### src/rtl/ffv_pkg.sv
// Shared types, widths and command codes for the sample queue with running variance.
package ffv_pkg;

  localparam int DEPTH      = 64;
  localparam int PTR_W      = 6;
  localparam int CNT_W      = 7;
  localparam int SAMPLE_W   = 16;
  localparam int SUM_W      = 22;
  localparam int SQ_W       = 37;
  localparam int NUM_W      = 43;
  localparam int DEN_W      = 13;
  localparam int SPREAD_W   = 31;
  localparam int DIV_CNT_W  = 6;
  localparam int IN_DATA_W  = 24;
  localparam int OUT_DATA_W = 96;

  typedef enum logic [1:0] {
    KIND_PUSH  = 2'd0,
    KIND_POP   = 2'd1,
    KIND_READ  = 2'd2,
    KIND_CLEAR = 2'd3
  } kind_t;

  typedef enum logic [1:0] {
    FAULT_NONE  = 2'd0,
    FAULT_FULL  = 2'd1,
    FAULT_EMPTY = 2'd2
  } fault_t;

  typedef enum logic [2:0] {
    ST_IDLE,
    ST_EXEC,
    ST_CAPTURE,
    ST_MUL,
    ST_DIV_START,
    ST_DIV_WAIT,
    ST_PUBLISH
  } state_t;

  typedef struct packed {
    logic load;
    logic exec;
    logic capture;
    logic mul;
    logic div_start;
    logic publish;
  } cmd_t;

  typedef struct packed {
    logic div_done;
    logic out_busy;
  } sts_t;

endpackage

### src/rtl/ffv_div.sv
// Restoring divider that produces one quotient bit per cycle.
module ffv_div (
  input  logic                        clk,
  input  logic                        rst_n,
  input  logic                        start,
  input  logic [ffv_pkg::NUM_W-1:0]   num,
  input  logic [ffv_pkg::DEN_W-1:0]   den,
  output logic                        done,
  output logic [ffv_pkg::NUM_W-1:0]   quo
);

  logic                             busy_r;
  logic                             done_r;
  logic [ffv_pkg::DIV_CNT_W-1:0]    cnt_r;
  logic [ffv_pkg::DEN_W-1:0]        den_r;
  logic [ffv_pkg::DEN_W-1:0]        rem_r;
  logic [ffv_pkg::NUM_W-1:0]        quo_r;
  logic [ffv_pkg::DEN_W:0]          trial;
  logic                             take;
  logic [ffv_pkg::DEN_W-1:0]        rem_nxt;

  // Bring down the next numerator bit and subtract when the divisor fits.
  always_comb begin
    trial   = {rem_r, quo_r[ffv_pkg::NUM_W-1]};
    take    = (trial >= {1'b0, den_r});
    rem_nxt = take ? ffv_pkg::DEN_W'(trial - {1'b0, den_r})
                   : trial[ffv_pkg::DEN_W-1:0];
  end

  always_ff @(posedge clk) begin
    if (!rst_n) begin
      busy_r <= 1'b0;
      done_r <= 1'b0;
    end else begin
      done_r <= 1'b0;
      if (start) begin
        busy_r <= 1'b1;
      end else if (busy_r && (cnt_r == '0)) begin
        busy_r <= 1'b0;
        done_r <= 1'b1;
      end
    end
  end

  always_ff @(posedge clk) begin
    if (start) begin
      cnt_r <= ffv_pkg::DIV_CNT_W'(ffv_pkg::NUM_W - 1);
      den_r <= den;
      rem_r <= '0;
      quo_r <= num;
    end else if (busy_r) begin
      cnt_r <= cnt_r - 1'b1;
      rem_r <= rem_nxt;
      quo_r <= {quo_r[ffv_pkg::NUM_W-2:0], take};
    end
  end

  assign done = done_r;
  assign quo  = quo_r;

endmodule

### src/rtl/ffv_ctrl.sv
// Sequencing controller: steps one transaction through update, read, multiply and divide.
module ffv_ctrl (
  input  logic           clk,
  input  logic           rst_n,
  input  logic           in_tvalid,
  output logic           in_tready,
  output ffv_pkg::cmd_t  cmd,
  input  ffv_pkg::sts_t  sts
);

  ffv_pkg::state_t state_r;
  ffv_pkg::state_t state_nxt;

  always_ff @(posedge clk) begin
    if (!rst_n) begin
      state_r <= ffv_pkg::ST_IDLE;
    end else begin
      state_r <= state_nxt;
    end
  end

  always_comb begin
    state_nxt = state_r;
    cmd       = '0;
    in_tready = 1'b0;
    unique case (state_r)
      ffv_pkg::ST_IDLE: begin
        in_tready = 1'b1;
        if (in_tvalid) begin
          cmd.load  = 1'b1;
          state_nxt = ffv_pkg::ST_EXEC;
        end
      end
      ffv_pkg::ST_EXEC: begin
        cmd.exec  = 1'b1;
        state_nxt = ffv_pkg::ST_CAPTURE;
      end
      ffv_pkg::ST_CAPTURE: begin
        cmd.capture = 1'b1;
        state_nxt   = ffv_pkg::ST_MUL;
      end
      ffv_pkg::ST_MUL: begin
        cmd.mul   = 1'b1;
        state_nxt = ffv_pkg::ST_DIV_START;
      end
      ffv_pkg::ST_DIV_START: begin
        cmd.div_start = 1'b1;
        state_nxt     = ffv_pkg::ST_DIV_WAIT;
      end
      ffv_pkg::ST_DIV_WAIT: begin
        if (sts.div_done) begin
          state_nxt = ffv_pkg::ST_PUBLISH;
        end
      end
      ffv_pkg::ST_PUBLISH: begin
        if (!sts.out_busy) begin
          cmd.publish = 1'b1;
          state_nxt   = ffv_pkg::ST_IDLE;
        end
      end
      default: begin
        state_nxt = ffv_pkg::ST_IDLE;
      end
    endcase
  end

endmodule

### src/rtl/ffv_dp.sv
// Datapath: ring store, pointers, running sums, variance operands and the result register.
module ffv_dp (
  input  logic                               clk,
  input  logic                               rst_n,
  input  ffv_pkg::cmd_t                      cmd,
  output ffv_pkg::sts_t                      sts,
  input  logic [ffv_pkg::IN_DATA_W-1:0]      in_tdata,
  input  logic [1:0]                         in_tuser,
  output logic                               out_tvalid,
  input  logic                               out_tready,
  output logic [ffv_pkg::OUT_DATA_W-1:0]     out_tdata
);

  // Ring store, written and read in a clocked block.
  logic [ffv_pkg::SAMPLE_W-1:0] ring_mem [ffv_pkg::DEPTH];
  logic [ffv_pkg::SAMPLE_W-1:0] rd_data_r;
  logic [ffv_pkg::PTR_W-1:0]    rd_addr;
  logic [ffv_pkg::PTR_W-1:0]    wr_addr;
  logic                         wr_en;

  // Latched transaction.
  ffv_pkg::kind_t               kind_r;
  logic [ffv_pkg::SAMPLE_W-1:0] sample_r;
  logic [ffv_pkg::PTR_W-1:0]    pos_r;

  // Queue state.
  logic [ffv_pkg::PTR_W-1:0]    head_r,  head_nxt;
  logic [ffv_pkg::CNT_W-1:0]    count_r, count_nxt;
  logic signed [ffv_pkg::SUM_W-1:0] sum_r, sum_nxt;
  logic [ffv_pkg::SQ_W-1:0]     sq_r,    sq_nxt;
  logic [ffv_pkg::SAMPLE_W-1:0] front_r, front_nxt;
  logic [ffv_pkg::SAMPLE_W-1:0] back_r,  back_nxt;

  // Per-transaction results.
  ffv_pkg::fault_t              fault_r, fault_nxt;
  logic                         rfound_r;
  logic [ffv_pkg::SAMPLE_W-1:0] rval_r;

  // Variance operands.
  logic [ffv_pkg::NUM_W-1:0]    prod_nq_r;
  logic [ffv_pkg::NUM_W-1:0]    prod_ss_r;
  logic [ffv_pkg::DEN_W-1:0]    den_r;
  logic [ffv_pkg::NUM_W-1:0]    quo;
  logic                         div_done;

  // Result register.
  logic                           out_valid_r;
  logic [ffv_pkg::OUT_DATA_W-1:0] out_data_r;

  logic [ffv_pkg::SAMPLE_W-1:0]   samp_sel;
  logic [ffv_pkg::SAMPLE_W-1:0]   samp_mag;
  logic [2*ffv_pkg::SAMPLE_W-1:0] samp_sq;
  logic signed [ffv_pkg::SUM_W-1:0] samp_ext;
  logic [ffv_pkg::SUM_W-1:0]      sum_mag;
  logic                           is_full;
  logic                           is_empty;
  logic                           pos_found;
  logic [ffv_pkg::SPREAD_W-1:0]   spread;
  logic                           empty_now;

  // Push adds the new sample; pop removes the current front.
  always_comb begin
    samp_sel = (kind_r == ffv_pkg::KIND_PUSH) ? sample_r : front_r;
    samp_mag = samp_sel[ffv_pkg::SAMPLE_W-1] ? ffv_pkg::SAMPLE_W'(~samp_sel + 1'b1)
                                             : samp_sel;
    samp_sq  = (2*ffv_pkg::SAMPLE_W)'(samp_mag) * (2*ffv_pkg::SAMPLE_W)'(samp_mag);
    samp_ext = ffv_pkg::SUM_W'(signed'(samp_sel));
    is_full  = (count_r == ffv_pkg::CNT_W'(ffv_pkg::DEPTH));
    is_empty = (count_r == '0);
    pos_found = (ffv_pkg::CNT_W'(pos_r) < count_r);
    wr_addr  = head_r + count_r[ffv_pkg::PTR_W-1:0];
    rd_addr  = (kind_r == ffv_pkg::KIND_POP) ? ffv_pkg::PTR_W'(head_r + 1'b1)
                                             : ffv_pkg::PTR_W'(head_r + pos_r);
  end

  always_comb begin
    head_nxt  = head_r;
    count_nxt = count_r;
    sum_nxt   = sum_r;
    sq_nxt    = sq_r;
    front_nxt = front_r;
    back_nxt  = back_r;
    fault_nxt = ffv_pkg::FAULT_NONE;
    wr_en     = 1'b0;
    unique case (kind_r)
      ffv_pkg::KIND_PUSH: begin
        if (is_full) begin
          fault_nxt = ffv_pkg::FAULT_FULL;
        end else begin
          wr_en     = 1'b1;
          count_nxt = count_r + 1'b1;
          sum_nxt   = sum_r + samp_ext;
          sq_nxt    = sq_r + ffv_pkg::SQ_W'(samp_sq);
          back_nxt  = sample_r;
          if (is_empty) begin
            front_nxt = sample_r;
          end
        end
      end
      ffv_pkg::KIND_POP: begin
        if (is_empty) begin
          fault_nxt = ffv_pkg::FAULT_EMPTY;
        end else begin
          count_nxt = count_r - 1'b1;
          sum_nxt   = sum_r - samp_ext;
          sq_nxt    = sq_r - ffv_pkg::SQ_W'(samp_sq);
          // An emptied queue restarts at slot zero.
          head_nxt  = (count_r == ffv_pkg::CNT_W'(1)) ? '0 : ffv_pkg::PTR_W'(head_r + 1'b1);
        end
      end
      ffv_pkg::KIND_READ: begin
      end
      ffv_pkg::KIND_CLEAR: begin
        head_nxt  = '0;
        count_nxt = '0;
        sum_nxt   = '0;
        sq_nxt    = '0;
      end
      default: begin
      end
    endcase
  end

  always_ff @(posedge clk) begin
    if (wr_en && cmd.exec) begin
      ring_mem[wr_addr] <= sample_r;
    end
    if (cmd.exec) begin
      rd_data_r <= ring_mem[rd_addr];
    end
  end

  always_ff @(posedge clk) begin
    if (!rst_n) begin
      head_r  <= '0;
      count_r <= '0;
      sum_r   <= '0;
      sq_r    <= '0;
    end else if (cmd.exec) begin
      head_r  <= head_nxt;
      count_r <= count_nxt;
      sum_r   <= sum_nxt;
      sq_r    <= sq_nxt;
    end
  end

  always_ff @(posedge clk) begin
    if (cmd.load) begin
      kind_r   <= ffv_pkg::kind_t'(in_tuser);
      sample_r <= in_tdata[ffv_pkg::SAMPLE_W-1:0];
      pos_r    <= in_tdata[ffv_pkg::SAMPLE_W +: ffv_pkg::PTR_W];
    end
    if (cmd.exec) begin
      front_r  <= front_nxt;
      back_r   <= back_nxt;
      fault_r  <= fault_nxt;
      rfound_r <= (kind_r == ffv_pkg::KIND_READ) && pos_found;
    end
    if (cmd.capture) begin
      rval_r <= rfound_r ? rd_data_r : '0;
      // After a pop the next-oldest sample becomes the front.
      if ((kind_r == ffv_pkg::KIND_POP) && (fault_r == ffv_pkg::FAULT_NONE)) begin
        front_r <= rd_data_r;
      end
    end
  end

  assign sum_mag = sum_r[ffv_pkg::SUM_W-1] ? ffv_pkg::SUM_W'(-sum_r) : ffv_pkg::SUM_W'(sum_r);

  always_ff @(posedge clk) begin
    if (cmd.mul) begin
      prod_nq_r <= ffv_pkg::NUM_W'(count_r) * ffv_pkg::NUM_W'(sq_r);
      prod_ss_r <= ffv_pkg::NUM_W'((2*ffv_pkg::SUM_W)'(sum_mag) *
                                   (2*ffv_pkg::SUM_W)'(sum_mag));
      den_r     <= ffv_pkg::DEN_W'(count_r) * ffv_pkg::DEN_W'(count_r);
    end
  end

  ffv_div u_div (
    .clk   (clk),
    .rst_n (rst_n),
    .start (cmd.div_start),
    .num   (prod_nq_r - prod_ss_r),
    .den   (den_r),
    .done  (div_done),
    .quo   (quo)
  );

  always_comb begin
    empty_now = (count_r == '0);
    if (empty_now) begin
      spread = '0;
    end else if (quo[ffv_pkg::NUM_W-1:ffv_pkg::SPREAD_W] != '0) begin
      spread = '1;
    end else begin
      spread = quo[ffv_pkg::SPREAD_W-1:0];
    end
  end

  always_ff @(posedge clk) begin
    if (!rst_n) begin
      out_valid_r <= 1'b0;
    end else if (cmd.publish) begin
      out_valid_r <= 1'b1;
    end else if (out_tready) begin
      out_valid_r <= 1'b0;
    end
  end

  always_ff @(posedge clk) begin
    if (cmd.publish) begin
      out_data_r <= {6'd0, fault_r, rfound_r, rval_r, spread, empty_now, count_r,
                     empty_now ? '0 : back_r, empty_now ? '0 : front_r};
    end
  end

  assign sts.div_done = div_done;
  assign sts.out_busy = out_valid_r && !out_tready;
  assign out_tvalid   = out_valid_r;
  assign out_tdata    = out_data_r;

endmodule

### src/rtl/fifo_with_window_variance.sv
// Top level of the bounded sample queue that reports the variance of its contents.
// Each transaction is loaded, applied to the queue, captured, multiplied and then divided
// by the one-bit-per-cycle restoring divider that forms the variance quotient.
// One transaction is handled at a time; the next input is taken once the
// result has moved into the output register, even while that result waits there.
// Reset (rst_n low, synchronous) empties the queue and clears both running sums;
// the ring store itself is not cleared, since only written entries are ever read.
module fifo_with_window_variance (
  input  logic                              clk,
  input  logic                              rst_n,
  // Input transaction channel.
  input  logic                              in_tvalid,
  output logic                              in_tready,
  input  logic [ffv_pkg::IN_DATA_W-1:0]     in_tdata,  // sample[15:0], position[21:16], zero pad
  input  logic [1:0]                        in_tuser,  // kind[1:0]
  // Result transaction channel.
  output logic                              out_tvalid,
  input  logic                              out_tready,
  // front_value[15:0], back_value[31:16], item_count[38:32], is_empty[39],
  // spread[70:40], read_value[86:71], read_found[87], fault[89:88], zero pad
  output logic [ffv_pkg::OUT_DATA_W-1:0]    out_tdata
);

  ffv_pkg::cmd_t cmd;
  ffv_pkg::sts_t sts;

  // The controller walks each transaction through its steps; the datapath holds
  // every piece of queue state and the result register.
  ffv_ctrl u_ctrl (
    .clk       (clk),
    .rst_n     (rst_n),
    .in_tvalid (in_tvalid),
    .in_tready (in_tready),
    .cmd       (cmd),
    .sts       (sts)
  );

  ffv_dp u_dp (
    .clk        (clk),
    .rst_n      (rst_n),
    .cmd        (cmd),
    .sts        (sts),
    .in_tdata   (in_tdata),
    .in_tuser   (in_tuser),
    .out_tvalid (out_tvalid),
    .out_tready (out_tready),
    .out_tdata  (out_tdata)
  );

`ifndef SYNTHESIS
  // Only one transaction is in flight at a time.
  a_one_in_flight: assert property (@(posedge clk) disable iff (!rst_n)
    (in_tvalid && in_tready) |=> !in_tready)
    else $error("input accepted while a transaction was still in flight");

  // The reported count never exceeds the queue depth.
  a_count_bound: assert property (@(posedge clk) disable iff (!rst_n)
    out_tvalid |-> (out_tdata[38:32] <= 7'(ffv_pkg::DEPTH)))
    else $error("item count above queue depth");

  // The empty flag agrees with the count.
  a_empty_flag: assert property (@(posedge clk) disable iff (!rst_n)
    out_tvalid |-> (out_tdata[39] == (out_tdata[38:32] == '0)))
    else $error("empty flag disagrees with item count");

  // An empty queue reports zero front, back and variance.
  a_empty_zero: assert property (@(posedge clk) disable iff (!rst_n)
    (out_tvalid && out_tdata[39]) |-> ((out_tdata[31:0] == '0) && (out_tdata[70:40] == '0)))
    else $error("empty queue reported nonzero front, back or variance");

  // A dropped push is only reported when the queue is full.
  a_full_fault: assert property (@(posedge clk) disable iff (!rst_n)
    (out_tvalid && (out_tdata[89:88] == ffv_pkg::FAULT_FULL))
      |-> (out_tdata[38:32] == 7'(ffv_pkg::DEPTH)))
    else $error("push dropped while queue was not full");
`endif

endmodule
### config.mk
export PLATFORM = sky130hd
export DESIGN_NAME = fifo_with_window_variance
export DESIGN_NICKNAME = d
export VERILOG_FILES = /design/src/rtl/ffv_pkg.sv /design/src/rtl/ffv_div.sv /design/src/rtl/ffv_ctrl.sv /design/src/rtl/ffv_dp.sv /design/src/rtl/fifo_with_window_variance.sv
export SDC_FILE = /design/constraint.sdc
export NUM_CORES = 2
export LEC_CHECK = 0
export ABC_AREA = 1
export CAP_MARGIN = 20
export CORE_MARGIN = 4
export CORE_UTILIZATION = 55
export CTS_BUF_LIST = sky130_fd_sc_hd__clkbuf_16
export CTS_CLUSTER_SIZE = 14
export DETAILED_ROUTE_END_ITERATION = 10
export DONT_BUFFER_PORTS = 1
export PLACE_DENSITY = 0.69
export SLEW_MARGIN = 20
export SYNTH_ARGS = -nofsm -noshare
export SYNTH_HDL_FRONTEND = slang
export SYNTH_SLANG_ARGS = --single-unit
### constraint.sdc
create_clock -name clk -period 13.7 [get_ports clk]
set_input_delay 2.74 -clock clk [delete_from_list [all_inputs] [get_ports clk]]
set_output_delay 2.74 -clock clk [all_outputs]
set_load 0.05 [all_outputs]
==> impl_metrics.ini <==
[yosys]
synth_area_um2 = 93600
synth_area_leaders = edfxtp_1 (43%), fa_1 (15%), ha_1 (6.2%), inv_1 (5.8%), nand2_1 (4.8%)
postSynthAreaPerCell_um2 = 10.00
netlist_instances = 9360
synth.largest_area_cell = edfxtp_1
ys_warn_count = 0
synthArstFlopShare = 0
synth_common_cells = inv_1 (1454), edfxtp_1 (1341), nand2_1 (1192)
yosysSeqAreaShare = 0.4544
yosysUniqueCellTypes = 67
synth_ff_type = edfxtp_1
synth_edf_count = 1341
ys_ff_latch = 1454
synth_top_area_frac = 0.4302
synth_most_common_cell = inv_1

[cts]
clk_pin_slew_ns = 0.06
insertion_delay_ns = 0.82
cts_buffer_depth = 3
cts_made_buffers = 154
cts_setup_buffers = 0
cts_resized = 0
htree_levels = 4
cts_root_buf = clkbuf_16
hold_buffers = 0
tritoncts = done
cts_sinks = 1454

[layout]
fillers = 13990
syn_to_final_growth_pct = 8.019
multi_input_area_um2 = 43970
drive_gt1_frac = 0.05261
regArea_um2 = 42540
layout.nets = 10462

[critical_path]
start_kind = flop
critical_path.slowest_cell = edfxtp_1
critical_path.max_fanout = 23
worstPathArrival_ns = 12.32
worstSetupEndpointType = flop
path_class = reg -> reg
path_common_cell = nand2_1
cpPeakStageDelay_ns = 0.63
required_ns = 14.34

[grt]
grt_max_degree = 193
grt_pass1_wl_mm = 382.7
antenna_found_initial = 7
grt_pass1_vias = 66948
grt_use_total = 0.2819
grt-ovfl-total = 0

[timing]
finalCritPeriodShare = 0.8530
hold_viol = 0
finalSetupViolations = 0
fin_skew_ns = 0.04220
finalMaxSlewViolations = 0
layout_min_cycle_time_ns = 11.69
slew-limit-headroom = 0.3217
rsz0062_at_grt = no
fmax_ghz = 0.08557
final.setup.tns_ns = 0
worst-slew-pin-transition_ns = 1.016

[place]
place_congestion = 0.9306
io_buffer_count = 0
dp_hpwl_mm = 170.6

[die]
die-area_um2 = 176800
die_x_um = 420.5
io_pins = 128
rows = 151
start_util = 0.5529
core_um2 = 169300
die_h_um = 420.5

[detailed_routing]
wire_per_inst_um = 21.41
via_per_inst = 5.755
route.detailed.drc = 0
vias = 66832
first_pass_iters = 6
drtIter0Drc = 5916
antenna_left = 0
wl_mm = 248.6

[job]
maxCapViolations = 0

[min_path]
hold_class = reg -> reg

[status]
status = finished clean
==> state kept, by name (all words and copies together), names as in the netlist, 6 cells and up <==
name and flops:
u_dp.rd_data_r 16, u_dp.ring_mem 1024, u_dp.den_r 12, u_dp.sum_r 22, u_dp.count_r 7, u_dp.prod_ss_r 42
u_dp.front_r 16, u_dp.u_div.den_r 12, u_dp.pos_r 6, u_dp.sample_r 16, u_dp.u_div.cnt_r 6, u_dp.out_tdata 90
u_dp.u_div.rem_r 13, u_dp.back_r 16, u_dp.prod_nq_r 43, u_dp.sq_r 37, u_dp.rval_r 16, u_dp.head_r 6
u_dp.u_div.quo 43
==> final cells by class <==
type / instances / share of cell area
multi-input cells: 6034 / 0.4349
clock buffers: 155 / 0.03836
inverters: 1484 / 0.05534
well taps: 2218 / 0.02745
diodes: 5 / 0.0001238
flip-flops and latches: 1454 / 0.4207
repair buffers: 137 / 0.01054
clock inverters: 125 / 0.01254
==> path summary, 6_finish.rpt <==
kind	end	startpoint	slack [ns]	cells after the start
max	u_dp.sq_r[35]$_SDFFE_PN0P_	u_dp.kind_r[0]$_DFFE_PP_	2.01	55
min	u_dp.out_tdata[84]$_DFFE_PP_	u_dp.rval_r[13]$_SDFFCE_PN0P_	0.42	0
max reg2reg	u_dp.sq_r[35]$_SDFFE_PN0P_	u_dp.kind_r[0]$_DFFE_PP_	2.01	55
min reg2reg	u_dp.out_tdata[84]$_DFFE_PP_	u_dp.rval_r[13]$_SDFFCE_PN0P_	0.42	0
==> placed cells by master, fill, tap and decap left out, types with 20 or more instances in the layout <==
master and count:
conb_1 23, o211ai_1 92, o21ai_0 818, or2_2 25, o21a_1 20, buf_4 134
clkinv_2 21, edfxtp_1 1341, clkinv_1 36, o22ai_1 86, a21oi_1 420, fa_1 702
inv_1 1484, nand4_1 47, o221ai_1 182, a31oi_1 64, ha_1 465, clkbuf_16 155
nor3_1 43, nand2_1 1191, xnor2_1 90, inv_2 20, dfxtp_1 106, xor2_1 137
nand3_1 282, nor2_1 1159
==> kinds of logic (layout without fill, tap and decap cells) <==
kind of cell	count (synthesis)	in the layout	share of synthesized area
AO/OA/AOI/OAI	1783	1783	0.1104
XOR/XNOR	227	227	0.02124
adder cells (fa/ha/maj)	1167	1167	0.2123
buffers and inverters	1893	1901	0.07799
flip-flops	1454	1454	0.4544
other	2	28	0.00008024
AND/OR/NAND/NOR	2834	2834	0.1236
==> stage by stage <==
stage                     utilization  setup slack, ns  hold slack (ns)  instance area (um2)  std cells
after global placement         0.5667            2.352           0.4064                95930      11326
after CTS                      0.5971            2.136           0.4182               101100      11607
after detailed placement       0.5667            2.217           0.4045                95940      11327
final                          0.5973            2.014           0.4157               101100      11612
after global routing           0.5972            1.206           0.4289               101100      11610
after floorplan                     -            1.668           0.4003                93680       9381
==> critical path, delay by kind of cell (launching register included) <==
kind	cells	cell delay [ns]
flip-flops	1	0.63
AO/OA/AOI/OAI	8	1.16
adder cells (fa/ha/maj)	9	4.14
AND/OR/NAND/NOR	30	4.39
XOR/XNOR	1	0.10
buffers and inverters	7	1.11
==> routing by layer <==
layer / GRT usage / vias up / share of wire
li1: - / 31039 / -
met1: 0.3611 / 32881 / 0.40
met3: 0.04269 / 537 / 0.066
met4: 0.1629 / 0 / 0.065
met2: 0.4591 / 2375 / 0.47
met5: 0 / - / 0
Power is left out: the tool's default activity adds up to more than one toggle a clock period on the data nets, which glitch-free logic cannot reach.
